==> config.mk <==
export PLATFORM = sky130hd
export DESIGN_NAME = twmf_front
export DESIGN_NICKNAME = d
export VERILOG_FILES = /design/src/hw/rtl/twmf_pkg.sv /design/src/hw/rtl/twmf_front.sv
export SDC_FILE = /design/constraint.sdc
export NUM_CORES = 1
export LEC_CHECK = 0
export ABC_CLOCK_PERIOD_IN_PS = 5700
export BUFFER_PORTS_ARGS = -buffer_cell sky130_fd_sc_hd__buf_2
export CAP_MARGIN = 10
export CORE_ASPECT_RATIO = 1.2
export CORE_MARGIN = 4
export CORE_UTILIZATION = 62
export CTS_BUF_LIST = sky130_fd_sc_hd__clkbuf_2
export DETAILED_ROUTE_END_ITERATION = 16
export PLACE_DENSITY = 0.95
export SLEW_MARGIN = 20
export SYNTH_ARGS = -nofsm -noshare
export SYNTH_HDL_FRONTEND = slang
export SYNTH_SLANG_ARGS = --single-unit
export TNS_END_PERCENT = 100
==> constraint.sdc <==
create_clock -name clk -period 5.7 [get_ports clk]
set_input_delay 0.285 -clock clk [delete_from_list [all_inputs] [get_ports clk]]
set_output_delay 0.285 -clock clk [all_outputs]
set_load 0.005 [all_outputs]
==> src/hw/rtl/twmf_pkg.sv <==
// ----------------------------------------------------------------------------
// twmf_pkg
// shared types and constants for the trie word mask filter
// ----------------------------------------------------------------------------
package twmf_pkg;

	localparam int OUT_W = 16;

	localparam logic [31:0] MASK_CHAR   = 32'd42;
	localparam logic [31:0] CASE_OFFSET = 32'd32;
	localparam logic [31:0] UPPER_A     = 32'd65;
	localparam logic [31:0] UPPER_Z     = 32'd90;

	localparam logic [1:0] ST_OK       = 2'd0;
	localparam logic [1:0] ST_FULL     = 2'd1;
	localparam logic [1:0] ST_TRUNC    = 2'd2;

	localparam logic OP_KEY  = 1'b0;
	localparam logic OP_TEXT = 1'b1;

	typedef enum logic [3:0] {
		BK_IDLE,
		BK_KSRCH,
		BK_KDONE,
		BK_TAPP,
		BK_SPOS,
		BK_SSRCH,
		BK_SNEXT,
		BK_MARK,
		BK_EMIT,
		BK_WAIT
	} bk_state_t;

	// one queued transaction from front to back
	typedef struct packed {
		logic        opcode;
		logic [31:0] ch;
		logic        upper;
		logic        fin;
	} twmf_item_t;

endpackage

==> src/hw/rtl/twmf_front.sv <==
// ----------------------------------------------------------------------------
// twmf_front
// accepts input transactions, folds case and queues them for the back end
// ----------------------------------------------------------------------------
module twmf_front #(
	parameter int CHAR_BITS = 16,
	parameter int QDEPTH    = 4
) (
	input  logic                  clk,
	input  logic                  arst_n,
	input  logic                  valid,
	output logic                  ready,
	input  logic                  opcode,
	input  logic [15:0]           char_code,
	input  logic                  final_char,
	output logic                  q_valid,
	input  logic                  q_pop,
	output twmf_pkg::twmf_item_t  q_item
);
	import twmf_pkg::*;

	localparam int AW = $clog2(QDEPTH);

	twmf_item_t        fifo_q [QDEPTH];
	logic [AW-1:0]     wr_q, rd_q;
	logic [AW:0]       cnt_q;
	logic [31:0]       c;
	logic              up;
	twmf_item_t        nitem;
	logic              push;

	always_comb begin
		c = 32'(char_code) & ((32'd1 << CHAR_BITS) - 32'd1);
		up = (c >= UPPER_A) && (c <= UPPER_Z);
		nitem.opcode = opcode;
		nitem.ch = up ? c + CASE_OFFSET : c;
		nitem.upper = up;
		nitem.fin = final_char;
	end

	assign ready = (cnt_q != (AW+1)'(QDEPTH));
	assign push = valid && ready;
	assign q_valid = (cnt_q != '0);
	assign q_item = fifo_q[rd_q];

	always_ff @(posedge clk) begin
		if (push) begin
			fifo_q[wr_q] <= nitem;
		end
	end

	always_ff @(posedge clk or negedge arst_n) begin
		if (!arst_n) begin
			wr_q <= '0;
			rd_q <= '0;
			cnt_q <= '0;
		end else begin
			if (push) begin
				wr_q <= wr_q + 1'b1;
			end
			if (q_pop) begin
				rd_q <= rd_q + 1'b1;
			end
			cnt_q <= cnt_q + (AW+1)'(push) - (AW+1)'(q_pop);
		end
	end

endmodule

; After elaboration in Yosys (flattened, before gate mapping)
; Memory sizes are Yosys's and may differ from the RTL's.
; Index checks and enable logic that the tools add are counted.
; W data, S select, Z words.
[totals]
n_memories = 1
regBits = 7
wordCells = 18
output_inout_bits = 37
ramBits = 80
inputBits = 22
[memory_table]
columns = name, words, word_bits, read_ports, rd_ports_with_merged_regs, write_ports, line_no
row1 = fifo_q, 4, 20, 1, 0, 1, twmf_front.sv:24  ; twmf_item_t fifo_q [QDEPTH];
[op_classes]
addsub = 5
eq_ne = 1
n_mux = 3
order_cmp = 2
reduce_logical = 3
[op_table]
columns = op, count
row1 = $add A16 B6 Y17 const B, 1
row2 = $mux W17, 1
row3 = $ge A16 B7 Y1 const B, 1
row4 = $le A16 B7 Y1 const B, 1
row5 = $add A2 B1 Y2 const B, 2
row6 = $add A3 B1 Y3, 1
row7 = $ne A3 B3 Y1 const B, 1
row8 = $reduce_bool A3 Y1, 1
row9 = $sub A3 B1 Y3, 1
row10 = $logic_and A1 B1 Y1, 2
row11 = $mux W1, 2

; Longest topological paths before layout
; Gate-level depths: netlist of run 1.
[logic_depth]
ltp_word = 4
depth_mapped = 9
depth_no_buf = 9

; Worst setup path before layout of run 1
; Ideal clock, no wire load.
[synth_path]
kind = flip-flop to flip-flop
startpoint = reg cnt_q[1]
endpoint = reg cnt_q[2]
setup_slack_ns = 3.635
stages_incl_launch_ff = 10
arrival_ns = 1.942
synth_period_minus_slack_ns = 2.065
path_buffers = 0
required_time_ns = 5.577
setup_ns = 0.123
cell_sequence = dfrtp_1 -> or3b_4 -> and2_4 -> inv_1 -> ha_1 -> inv_1 -> ha_1 -> fa_1 -> xnor2_1 -> xnor2_1
[synth_between]
elab_chain_len = 4
[synth_lines]
columns = element, line_no
row1 = "start, declared", twmf_front.sv:26  ; logic [AW:0] cnt_q;
row2 = "start signal, assigned", twmf_front.sv:64  ; cnt_q <= cnt_q + (AW+1)'(push) - (AW+1)'(q_pop);
row3 = $ne A3 B3 Y1, twmf_front.sv:41  ; assign ready = (cnt_q != (AW+1)'(QDEPTH));
row4 = named net ready, twmf_front.sv:12  ; output logic ready,
row5 = $logic_and A1 B1 Y1, twmf_front.sv:42  ; assign push = valid && ready;
row6 = $add A3 B1 Y3, twmf_front.sv:64
row7 = $sub A3 B1 Y3, twmf_front.sv:64
; The timed path passes the listed nets, and every way through them passes these cells.
; A chain may end at the register's enable or synchronous reset.

==> results.md, run 1 <==
Timing:
- Of the available clock period, the critical path in the final layout requires 44.2%.
- The accumulated negative setup slack is 0 ns.
- Setup repair after global routing left no endpoint under its margin.
- Once routing completed, OpenROAD measured the worst setup slack at 3.18 ns.
- The number of max-slew violations in the final report came to 0.
- At the pin with the least slew margin, the transition time is 0.901 ns.
- The worst setup skew after layout is 0.0232 ns.
- The number of hold-slack violations in the final timing report is 0.
- Setup violations remaining at the end of the flow were counted as 0.
- After layout, the minimum clock period comes to 2.52 ns.
- The worst slew margin relative to its limit is 39.9%.
- The maximum achievable frequency is 0.397 GHz.

Worst setup path:
- In this design, the stage delay of the slowest critical-path cell is 0.63 ns.
- The critical path startpoint is rd_q[0].
- The worst register-to-register path begins at cnt_q[1].
- The worst setup path is captured at a primary output.
- Setup slack on the worst reg-to-reg path comes out at 3.49 ns.
- STA classifies the critical path startpoint as a register.
- For the worst setup path, the data arrival time is 2.24 ns.
- The worst reg2reg path depth is 9.
- Walking the worst path, the cells encountered are buf_4, mux4_2, buf_2.
- The data required time at the worst endpoint is 5.41 ns.
- The worst setup path is of the reg2out kind.
- Of all nets on the critical path, the largest fanout is 15.
- The largest individual stage delay along the critical path comes from the cell dfrtp_1.
- The endpoint of the worst register-to-register path is cnt_q[2].

Min path:
- The worst hold path endpoint is fifo_q[3][3].
- The number of instances on the worst hold path is 1.
- The path type of the worst min-delay path is in2reg.
- The startpoint identified for the worst hold timing path is char_code[1].

Detailed routing:
- The final antenna-violating net count is 0.
- The count of unresolved DRC violations after routing is 0.
- After the first detailed-routing iteration, the DRC count stood at 149.
- Wires add up to 5900 microns.
- For this block, the via count after detailed routing is 1,758.
- After detailed routing, the number of vias per cell comes to 5.63.
- The routed length per instance is 18.9 microns.
- The first TritonRoute pass finished after 4 iterations.

Placed design:
- During placement, the flow inserted port buffers numbering 43.
- Once detailed placement completed, the half-perimeter wirelength came to 3860 microns.
- Before CTS, the worst setup slack after placement is 3.53 ns.
- The congestion estimate from routability-driven global placement came to 0.724.

Pwr:
- The power density of the placed cells is 455 mW/mm^2.
- The worst vdd rail ir drop is 0.360 mV.
- The total chip power is 1.86 mW.
- For this design the static power due to leakage is 1.51 nW.

Cells and area:
- In the final layout, the multi-input gates occupy 855 sq um.
- The area growth from synthesis to final layout is 14.6%.
- In the final layout, flip-flops and latches occupy 0.00258 sq mm.
- In the final design database the tool counted 275 nets.
- The proportion of layout cells with a drive suffix above 1 is 35.2%.
- After filler insertion, the fill cell instance count of the layout stands at 313.
- The number of antenna diodes in the final layout is 0.

Clock network:
- The buffer depth of the longest clock path is 2.
- The number of sinks on the clock net is 87.
- The clock tree from TritonCTS is built.
- The clock root buffer is clkbuf_2.
- The TritonCTS buffer count is 9.
- After clock tree synthesis, the clock-pin slew on the worst setup and hold paths is 0.23 ns.
- The H-tree was split into 3 levels.
- The clock latency on the worst-skew pair is 0.53 ns.
- The buffers inserted during post-CTS setup optimization is 0.

Synth:
- Averaged over all synthesized cells, the footprint is 19.5 sq um.
- The total of flip-flops plus latches after synthesis is 87.
- The leading cell type by number of instances after synthesis is edfxtp_1.
- The number of distinct library cells after synthesis is 28.
- By count the netlist is led by edfxtp_1 (80), mux4_2 (20), buf_4 (17), clkbuf_1 (9), inv_1 (8).
- The number of flops mapped to enable cells by yosys is 80.
- The cell type contributing the most total cell area after synthesis is edfxtp_1.
- Counting flops with an async set or reset pin after synthesis yields a share of 8.05%.
- The most instantiated flip-flop cell in the synthesis netlist is edfxtp_1.
- The summed instance area of the synthesized netlist is 0.00356 sq mm.
- Sequential elements use 72.4% of the synthesized area.
- By area the synthesized netlist is led by edfxtp_1 (67%), mux4_2 (13%), dfrtp_1 (4.9%).
- The count of mapped cells out of synthesis is 183.
- The share of the synthesized area in the top cell type is 67.5%.
- The Yosys step of the flow raised 0 warnings.

Die:
- From left edge to right edge, the die measures 77.2 microns.
- The core region is 0.00544 sq mm.
- The number of placed I/O pins is 59.
- The overall die height is 91.0 microns.
- The starting density of the core is 65.4%.
- The area of the die is 0.00702 sq mm.
- Row generation in the floorplan step produced 29 rows.

Global route:
- The number of global-route vias before repair is 1,809.
- The initial antenna violation count came to 0.
- The total congestion overflow is 0.
- The first global-routing pass estimated 9390 microns of wire.
- The largest net degree at the start of global routing is 22.
- The overall global routing resource usage is 17.9%.

Run:
- The tool flagged a number of max-cap violations equal to 0.

Run status:
- The flow ran to the end, and the final reports show no timing, DRC or antenna violations.
-- metal layers --
metal  global-route usage (%)  wire [microns]
met2                     30.0            3110
met1                     22.3            2260
met5                        0               0
met3                     4.06             393
met4                     7.86             133
-- sequential cells by signal (all words and copies together) (netlist names) --
register / count
cnt_q: 3
fifo_q: 80
rd_q: 2
wr_q: 2
-- area by class of cell --
class                           instances  area share [%]
Sequential cell                        87            63.2
Multi-Input combinational cell         79            20.9
Timing Repair Buffer                   60            9.38
Clock inverter                          6            2.67
Tap cell                               62            1.90
Clock buffer                           10            1.23
Inverter                                8           0.736
-- worst max-delay path, delay by kind of cell, from the launching register on --
kind     cells  cell delay (ns)
buf+inv      2             0.53
mux          1             0.55
flops        1             0.63
-- power breakdown --
part,internal [mW],switching [mW]
clock network,0.190,0.197
registers,0.851,0.0825
logic,0.292,0.245
total,1.33,0.524
-- placed cells by master (no fill, tap or decap), types with 2 or more instances in the layout --
cell type      count
dlygate4sd3_1     16
ha_1               7
clkbuf_2          10
and3_2             4
nor2_1             3
bufinv_16          3
conb_1            19
xnor2_1            4
nor4_1             4
edfxtp_1          80
nand2_1            3
mux4_2            20
clkinv_2           2
inv_1              8
buf_2             43
dfrtp_1            7
nor3_1             2
-- worst max-delay path by stage --
| stage | slack [ns] | to |
|---|---|---|
| after detailed placement | 3.53 | cnt_q[2] |
| after global routing | 3.02 | q_item[18] |
| final | 3.18 | q_item[18] |
| after floorplan | 3.64 | cnt_q[2] |
| after CTS | 3.11 | q_item[18] |
| after global placement | 3.61 | cnt_q[2] |
-- logic make-up after synthesis --
| group | Yosys count | share of synthesized area [%] |
|---|---|---|
| other cells | 1 | 0.105 |
| simple gates | 21 | 3.62 |
| xor+xnor | 5 | 1.23 |
| mux | 21 | 13.1 |
| fa+ha+maj | 8 | 3.02 |
| compound gates | 5 | 1.05 |
| flops | 87 | 72.4 |
| buf+inv | 35 | 5.52 |
-- metrics by stage --
stage	instances	instance area, sq um	utilization, %	hold WS, ns
finish	312	4080	75.0	0.0345
global route	312	4080	75.0	0.0175
CTS	311	4070	74.8	0.00405
detailed placement	280	3760	69.1	0.126
global placement	280	3760	69.1	0.122
floorplan	201	3630	-	-0.0106
-- timing repair --
item / 4_1_cts / 5_1_grt
hold endpoints to repair: 60 / 1
hold buffers: 15 / 1
resized for setup: 0 / 0
Note: power is estimated with default switching activity, not from simulation.
==> run 2, diff against run 1 <==
- ABC_AREA: not set -> 1
- ABC_CLOCK_PERIOD_IN_PS: 5700 -> 2400
- CORE_UTILIZATION: 62 -> 58
- PLACE_DENSITY: 0.95 -> 0.9
- clock period: 5.7 -> 2.4 ns (I/O delays scaled with it)
==> results.md, run 2 <==
Run status:
- The run finished with clean final reports.

Synth:
- The synthesis warning total is 0 (unchanged).
- The parity-gate share of the synthesized area counting xor and xnor cells is 1.18% (-0.045 points).
- The multiplexer share of the synthesized area is 0% (-13 points).
- The most used flip-flop cell after synthesis is edfxtp_1.
- The total of flip-flops plus latches after synthesis is 87 (unchanged).
- The summed instance area of the synthesized netlist is 0.00370 sq mm (+3.8%).
- The count of mapped cells out of synthesis is 301 (+64%).
- By count the netlist is led by edfxtp_1 (80), nor2_1 (56), o21ai_0 (28), o22ai_1 (20), nand2_1 (18).
- The proportion of synthesized chip area in sequential cells is 69.7% (-2.7 points).
- The proportion of register bits with asynchronous set or reset after synthesis is 8.05% (unchanged).
- Yosys attributes the largest share of cell area to edfxtp_1 (65%), nor2_1 (5.7%), dfrtp_1 (4.7%).
- The post-synthesis adder-cell area fraction is 2.91% (-0.11 points).
- The dominant combinational cell family by area after synthesis is simple AND/OR/NAND/NOR gates.
- The per-instance average area after synthesis is 12.3 sq um (-37%).
- The number of flops mapped to enable cells by yosys is 80 (unchanged).
- The largest total area in the synthesized netlist belongs to edfxtp_1.
- The number of distinct library cells after synthesis came to 25 (-11%).
- Among all cell types in the netlist, the one instantiated most often is edfxtp_1.
- The share of the synthesized area in the top cell type is 65.0% (-2.5 points).
- The area fraction in and, or, nand and nor cells after synthesis came to 9.58% (+6.0 points).
- The fraction of the mapped netlist area in compound gates is 9.20% (+8.2 points).

Pwr:
- The total net switching power is 1.62 mW (+210%).
- The worst vdd rail ir drop is 0.844 mV (+130%).
- The fraction of power consumed by the clock network is 15.9% (-4.9 points).
- The power density of the placed cells is 1060 mW/mm^2 (+130%).
- The power share of the combinational group came to 36.7% (+7.8 points).
- The sequential share of power came to 47.4% (-2.9 points).
- The internal power component is 2.86 mW (+110%).
- The leakage power figure is 1.65 nW (+9.4%).
- The fraction of power spent switching nets is 36.1% (+7.9 points).

Die:
- The area of the die was 0.00772 sq mm (+9.9%).
- The chip width is 80.9 microns (+4.8%).
- The overall die height is 95.5 microns (+4.9%).
- The core outline area is 0.00613 sq mm (+13%).
- The number of placed I/O pins came to 59 (unchanged).
- The starting density of the core is 60.3% (-5.1 points).
- The number of cell rows is 31 (+6.9%).

Cells and area:
- The proportion of layout cells with a drive suffix above 1 is 19.5% (-16 points).
- The area growth from synthesis to final layout is 14.7% (about the same).
- The top cell types in the final layout, fill and taps aside, are edfxtp_1 (80), nor2_1 (56), buf_2 (43).
- The largest registers in the layout are fifo_q (80), cnt_q (3).
- Leaving out fill and tap cells, the most frequent cell in the layout is edfxtp_1.
- The net count reported at finish was 394 (+43%).
- The count of antenna diodes in the layout came to 0 (unchanged).
- The final non-filler cell total is 451 (+45%).
- The cell area after layout was 0.00424 sq mm (+3.9%).
- More flip-flops sit in one register than any other, and that register is fifo_q.
- The flip-flop count of the largest register after layout was 80 (unchanged).

Global route:
- The largest net degree at the start of global routing is 43 (+95%).
- The initial antenna violation count is 0 (unchanged).
- The most used routing layer is met2.
- The met3 usage is 5.48% (+1.4 points).
- The overall global routing resource usage is 21.1% (+3.3 points).
- The global-route wire length before repair is 11,800 microns (+26%).
- The total congestion overflow is 0 (unchanged).
- The global routing met1 resource utilization is 24.5% (+2.2 points).
- The number of global-route vias before repair is 2,431 (+34%).
- The global routing met2 resource utilization is 36.5% (+6.5 points).

Worst setup path:
- The capturing element type of the critical path is a primary output.
- The critical path goes through clkinv_1, o21ai_1, o22ai_1, buf_2.
- The cell family contributing the most delay on the critical path is buffers and inverters.
- The worst setup path is of the reg2out kind.
- The data required time at the worst endpoint is 2.28 ns (-3.13 ns).
- The delay of the slowest cell on the worst path is 0.53 ns (-0.10 ns).
- The worst setup path is launched from a register.
- The slowest stage of the critical path is the clkinv_1 cell.
- The endpoint arrival time on the critical path is 2.06 ns (-0.18 ns).
- The maximum fanout along the worst path is 21 (+6).
- The critical path buffer and inverter count is 2 (unchanged).

Clock network:
- The TritonCTS buffer count is 9 (unchanged).
- TritonCTS built the clock tree.
- The number of sinks on the clock net is 87 (unchanged).
- The clock transition at the registers of the reported paths is 0.23 ns (about the same).
- The buffer depth of the longest clock path is 2 (unchanged).
- The clock latency on the worst-skew pair is 0.53 ns (about the same).
- The total of cells resized after clock tree synthesis is 0 (unchanged).
- The H-tree depth is 3 (unchanged).
- The clock root buffer is clkbuf_2.

Detailed routing:
- The final antenna-violating net count is 0 (unchanged).
- The count of vias placed by the detailed router is 2,468 (+40%).
- The routed length per instance is 16.6 microns (-12%).
- The count of unresolved DRC violations after routing is 0 (unchanged).
- The number of vias per cell after detailed routing is 5.47 (-2.9%).
- The count of routing violations after the opening detailed-route iteration came to 251 (+68%).
- The number of detailed-routing iterations run before antenna repair came to 4 (unchanged).
- The final wirelength is 7500 microns (+27%).

Timing:
- The number of hold-slack violations in the final timing report was 0 (unchanged).
- Setup repair after global routing left no endpoint under its margin.
- The final setup violation count is 0 (unchanged).
- The maximum achievable frequency is 0.459 GHz.
- The number of max-slew violations in the final report was 0 (unchanged).
- The final critical-path required period is 2.18 ns.
- The worst setup skew after layout was 0.0385 ns (+0.0153 ns).
- The worst slew margin relative to its limit is 56.1% (+16 points).
- The transition at the pin with the smallest max-transition slack was 0.658 ns (-0.243 ns).
- Of the available clock period, the critical path in the final layout requires 90.8%.
- The accumulated negative setup slack is 0 ns (unchanged).

Run:
- The max-capacitance violation count is 0 (unchanged).

Placed design:
- The number of I/O port buffers is 43 (unchanged).
- The placed wire-length estimate is 4540 microns (+18%).
- The number of cells after detailed placement is 414 (+48%).
- The weighted congestion at the end of routability-driven global placement is 0.754 (+4.2%).
- The post-place instance area is 0.00392 sq mm (+4.2%).

Min path:
- The path type of the worst min-delay path is in2reg.
## run 2: changes by cell type in the layout (fill, tap and decap cells not counted), moves of 12 or more
cell | before | now
nor2_1 | 3 | 56
o21ai_0 | 1 | 28
mux4_2 | 20 | 0
o22ai_1 | 0 | 20
nand2_1 | 3 | 18
o21ai_1 | 0 | 12
## run 2: final timing paths
path,from,end,slack [ns],cells after the start
min,char_code[6],fifo_q[2][8],0.06,3
min in group asynchronous,arst_n,rd_q[1],0.53,3
max,rd_q[1],q_item[14],0.22,4
min reg2reg,cnt_q[0],cnt_q[0],0.54,1
max reg2reg,cnt_q[1],cnt_q[2],0.51,8
max in group asynchronous,arst_n,wr_q[0],1.56,3
## run 2: cell families (layout without fill, tap and decap cells)
kind of cell / Yosys count / after routing
DFF: 87 / 87
and+or+nand+nor: 84 / 84
AOI/OAI and AO/OA: 63 / 63
buffers and inverters: 53 / 103
adders and majority gates: 8 / 8
xor gates and xnor gates: 5 / 5
other: 1 / 19
## run 2: worst reg2reg max path, cell delays in order, from the launching register on
cell and delay (ns):
dfrtp_1 0.45, inv_2 0.07, nand3_1 0.10, nand2_2 0.12, ha_1 0.30, inv_1 0.04
ha_1 0.18, fa_1 0.37, xor2_1 0.17
## run 2: power by group through the flow
stage / clock, mW / sequential (mW) / combinational, mW
floorplan: 0 / 2.13 / 1.05
global placement: 0 / 2.13 / 1.55
detailed placement: 0 / 2.16 / 1.62
CTS: 0.712 / 2.12 / 1.66
global route: 0.793 / 2.15 / 1.84
finish: 0.710 / 2.12 / 1.64
## run 2: cell type report
type                            count  area (sq um)
Fill cell                         419          1890
Sequential cell                    87          2580
Multi-Input combinational cell    179           917
Timing Repair Buffer               70           470
Inverter                           17          63.8
Clock inverter                      4          47.5
Tap cell                           82           103
Clock buffer                       12          60.1
## run 2: per-stage QoR
| stage | util (%) | hold WS, ns | power [mW] | worst slack (ns) |
|---|---|---|---|---|
| after floorplan | - | -0.176 | 3.18 | 0.475 |
| after global placement | 64.0 | -0.0395 | 3.68 | 0.604 |
| after detailed placement | 64.0 | -0.0283 | 3.78 | 0.535 |
| after CTS | 69.2 | 0.0179 | 4.49 | 0.240 |
| after global routing | 69.2 | 0.000437 | 4.79 | 0.0388 |
| final | 69.2 | 0.0590 | 4.48 | 0.221 |
## run 2: repair_timing
item	in CTS	in global routing
hold buffers	21	0
buffers inserted	0	0
setup endpoints to repair	0	0
endpoints found under the hold margin	79	0
## run 2: metal layers
layer	wire, microns	part of all wire (%)
met5	0	0
met4	199	2.7
met3	512	6.8
met2	4010	53
met1	2780	37
==> run 3, diff against run 2 <==
- CORE_UTILIZATION: 58 -> 40
- PLACE_DENSITY: 0.9 -> 0.69
==> results.md, run 3 (synthesized netlist as in run 2, its figures left out) <==
Run status:
- The run finished with clean final reports.

Clock network:
- The clock latency on the worst-skew pair is 0.52 ns (about the same).
- TritonCTS built the clock tree.
- The buffer depth of the longest clock path is 2 (unchanged).
- The clock root buffer is clkbuf_2.
- The TritonCTS buffer count is 9 (unchanged).
- The H-tree depth was 3 (unchanged).
- The number of sinks on the clock net is 87 (unchanged).
- The clock transition at the registers of the reported paths was 0.20 ns (-0.03 ns).
- The total of cells resized after clock tree synthesis is 0 (unchanged).

Placed design:
- The placed wire-length estimate is 4320 microns (-5.0%).
- The weighted congestion at the end of routability-driven global placement is 0.742 (-1.7%).
- The number of cells after detailed placement is 453 (+9.4%).
- The number of I/O port buffers is 43 (unchanged).

Timing:
- The final setup violation count is 0 (unchanged).
- The final critical-path required period is 2.13 ns (-0.0483 ns).
- The accumulated negative setup slack is 0 ns (unchanged).
- The number of max-slew violations in the final report is 0 (unchanged).
- The number of hold-slack violations in the final timing report is 0 (unchanged).
- The maximum achievable frequency is 0.469 GHz (+2.3%).
- The worst setup skew after layout is 0.0204 ns (-0.0181 ns).
- The transition at the pin with the smallest max-transition slack came to 0.697 ns (+0.0386 ns).
- Setup repair after global routing left no endpoint under its margin.
- The final cycle utilization of the critical path is 88.8% (-2.0 points).
- The worst slew margin relative to its limit is 53.5% (-2.6 points).

Global route:
- The total congestion overflow was 0 (unchanged).
- The global-route wire length before repair is 11,500 microns (-3.2%).
- The overall global routing resource usage is 14.1% (-7.0 points).
- The largest net degree at the start of global routing is 43 (unchanged).
- The initial antenna violation count was 1 (+1).
- The number of global-route vias before repair came to 2,352 (-3.2%).

Worst setup path:
- The maximum fanout along the worst path is 40 (+90%).
- The critical register-to-register path startpoint is cnt_q[1].
- The critical path startpoint is rd_q[0].
- The startpoint-to-endpoint class of the critical path is reg2out.
- The data required time at the worst endpoint is 2.28 ns (about the same).
- The endpoint arrival time on the critical path is 2.01 ns (-0.05 ns).
- The delay of the slowest cell on the worst path is 0.52 ns (about the same).
- The highest-delay cell along the critical path is inv_2.
- The capturing element type of the critical path is a primary output.
- The critical path goes through inv_2, o21ai_0, o22ai_1, buf_2.
- The cell class contributing the biggest share of worst-path delay is buffers and inverters.
- The type of origin of the critical path is a register.
- The critical path buffer and inverter count was 2 (unchanged).

Detailed routing:
- The count of vias placed by the detailed router came to 2,320 (-6.0%).
- The count of routing violations after the opening detailed-route iteration came to 215 (-14%).
- The number of detailed-routing iterations run before antenna repair was 4 (unchanged).
- The final antenna-violating net count came to 0 (unchanged).
- The final wirelength is 7070 microns (-5.6%).
- The routed length per instance came to 14.4 microns (-13%).
- The count of unresolved DRC violations after routing is 0 (unchanged).
- The number of vias per cell after detailed routing is 4.72 (-14%).

Die:
- The chip width is 95.8 microns (+18%).
- The number of cell rows is 38 (+23%).
- The starting density of the core is 40.9% (-19 points).
- The area of the die is 0.0109 sq mm (+41%).
- The core outline area was 0.00903 sq mm (+47%).
- The number of placed I/O pins is 59 (unchanged).
- The overall die height is 113 microns (+19%).

Cells and area:
- The area used by sequential logic in the layout is 0.00258 sq mm (unchanged).
- The flip-flop count of the largest register after layout came to 80 (unchanged).
- The area of the multi-input gates is 927 sq um (+1.1%).
- The register containing the most flip-flops in the final layout is fifo_q.
- The final non-filler cell total was 492 (+9.1%).
- The proportion of layout cells with a drive suffix above 1 is 21.0% (+1.5 points).
- The largest registers in the layout are fifo_q (80), cnt_q (3).
- The commonest non-fill, non-tap cell in the layout is edfxtp_1.
- The number of inserted filler cells in the final layout is 824 (+97%).
- The area growth from synthesis to final layout is 17.4%.
- Leaving out fill and tap cells, the most frequent cells in the layout are edfxtp_1 (80), nor2_1 (52), buf_2 (43).
- The net count reported at finish is 396 (+0.51%).

Pwr:
- The power density of the placed cells is 1050 mW/mm^2 (-0.26%).
- The worst vdd rail ir drop is 0.605 mV (-28%).
- The leakage power figure is 1.67 nW (+1.2%).
- The total chip power was 4.57 mW (+2.1%).

Min path:
- The start point of the worst min-delay path is q_pop.
- The path class of the tightest hold or removal check is in2reg.

Run:
- The max-capacitance violation count is 0 (unchanged).
==> run 3: cell count changes in the layout (fill, tap and decap cells not counted) <==
cell           change
nor2_1             -4
nor2_2             +4
buf_4              +1
bufinv_16          +1
clkinv_1           -1
clkinv_2           +1
clkinv_4           -1
diode_2            +1
dlygate4sd3_1      +1
==> run 3: worst paths after layout <==
check / slack (ns) / cells after the start / to
worst max-delay path: 0.27 / 4 / q_item[8]
worst max register to register: 0.48 / 8 / cnt_q[2]
min in group asynchronous: 0.53 / 3 / cnt_q[1]
max in group asynchronous: 1.60 / 3 / wr_q[1]
worst min register to register: 0.56 / 1 / cnt_q[0]
worst min-delay path: 0.33 / 3 / rd_q[0]
==> run 3: layout make-up <==
type / instances / area share (%)
antenna: 1 / 0.0577
inverter: 17 / 1.47
clock buffer: 12 / 1.38
sequential: 87 / 59.4
clock inverter: 4 / 1.61
timing repair buffer: 72 / 11.2
tap: 120 / 3.46
multi-input combinational: 179 / 21.4
==> run 3: timing repair <==
item                                   CTS  global route
hold buffers                            22             0
setup buffers                            0             0
endpoints found under the hold margin   83             0
==> run 3: stage by stage <==
stage / util [%] / cell area (sq um) / hold WS [ns] / setup WS [ns]
after floorplan: - / 3760 / -0.176 / 0.475
after global placement: 44.1 / 3990 / -0.0321 / 0.568
after detailed placement: 44.1 / 3990 / -0.0296 / 0.495
after CTS: 48.0 / 4340 / 0.293 / 0.229
after global routing: 48.0 / 4340 / 0.291 / 0.0486
final: 48.0 / 4340 / 0.325 / 0.269
==> run 3: tightest hold or removal path, delay by kind of cell <==
family,cells,cell delay [ns]
buffers and inverters,2,0.64
XOR/XNOR,1,0.07
==> run 3: metal layers <==
metal	share of wire (%)	track usage [%]	up-vias
met5	0	0	-
met1	42	17.6	1104
li1	-	-	1147
met3	4.6	3.13	8
met2	51	22.9	61
met4	2.0	7.31	0
==> run 3: power breakdown <==
group | switching [mW] | total [mW] | internal (mW) | leakage, nW
Clock | 0.441 | 0.796 | 0.355 | 0.0859
Sequential | 0.0941 | 2.11 | 2.01 | 0.811
Combinational | 1.06 | 1.67 | 0.610 | 0.775
Total | 1.59 | 4.57 | 2.98 | 1.67
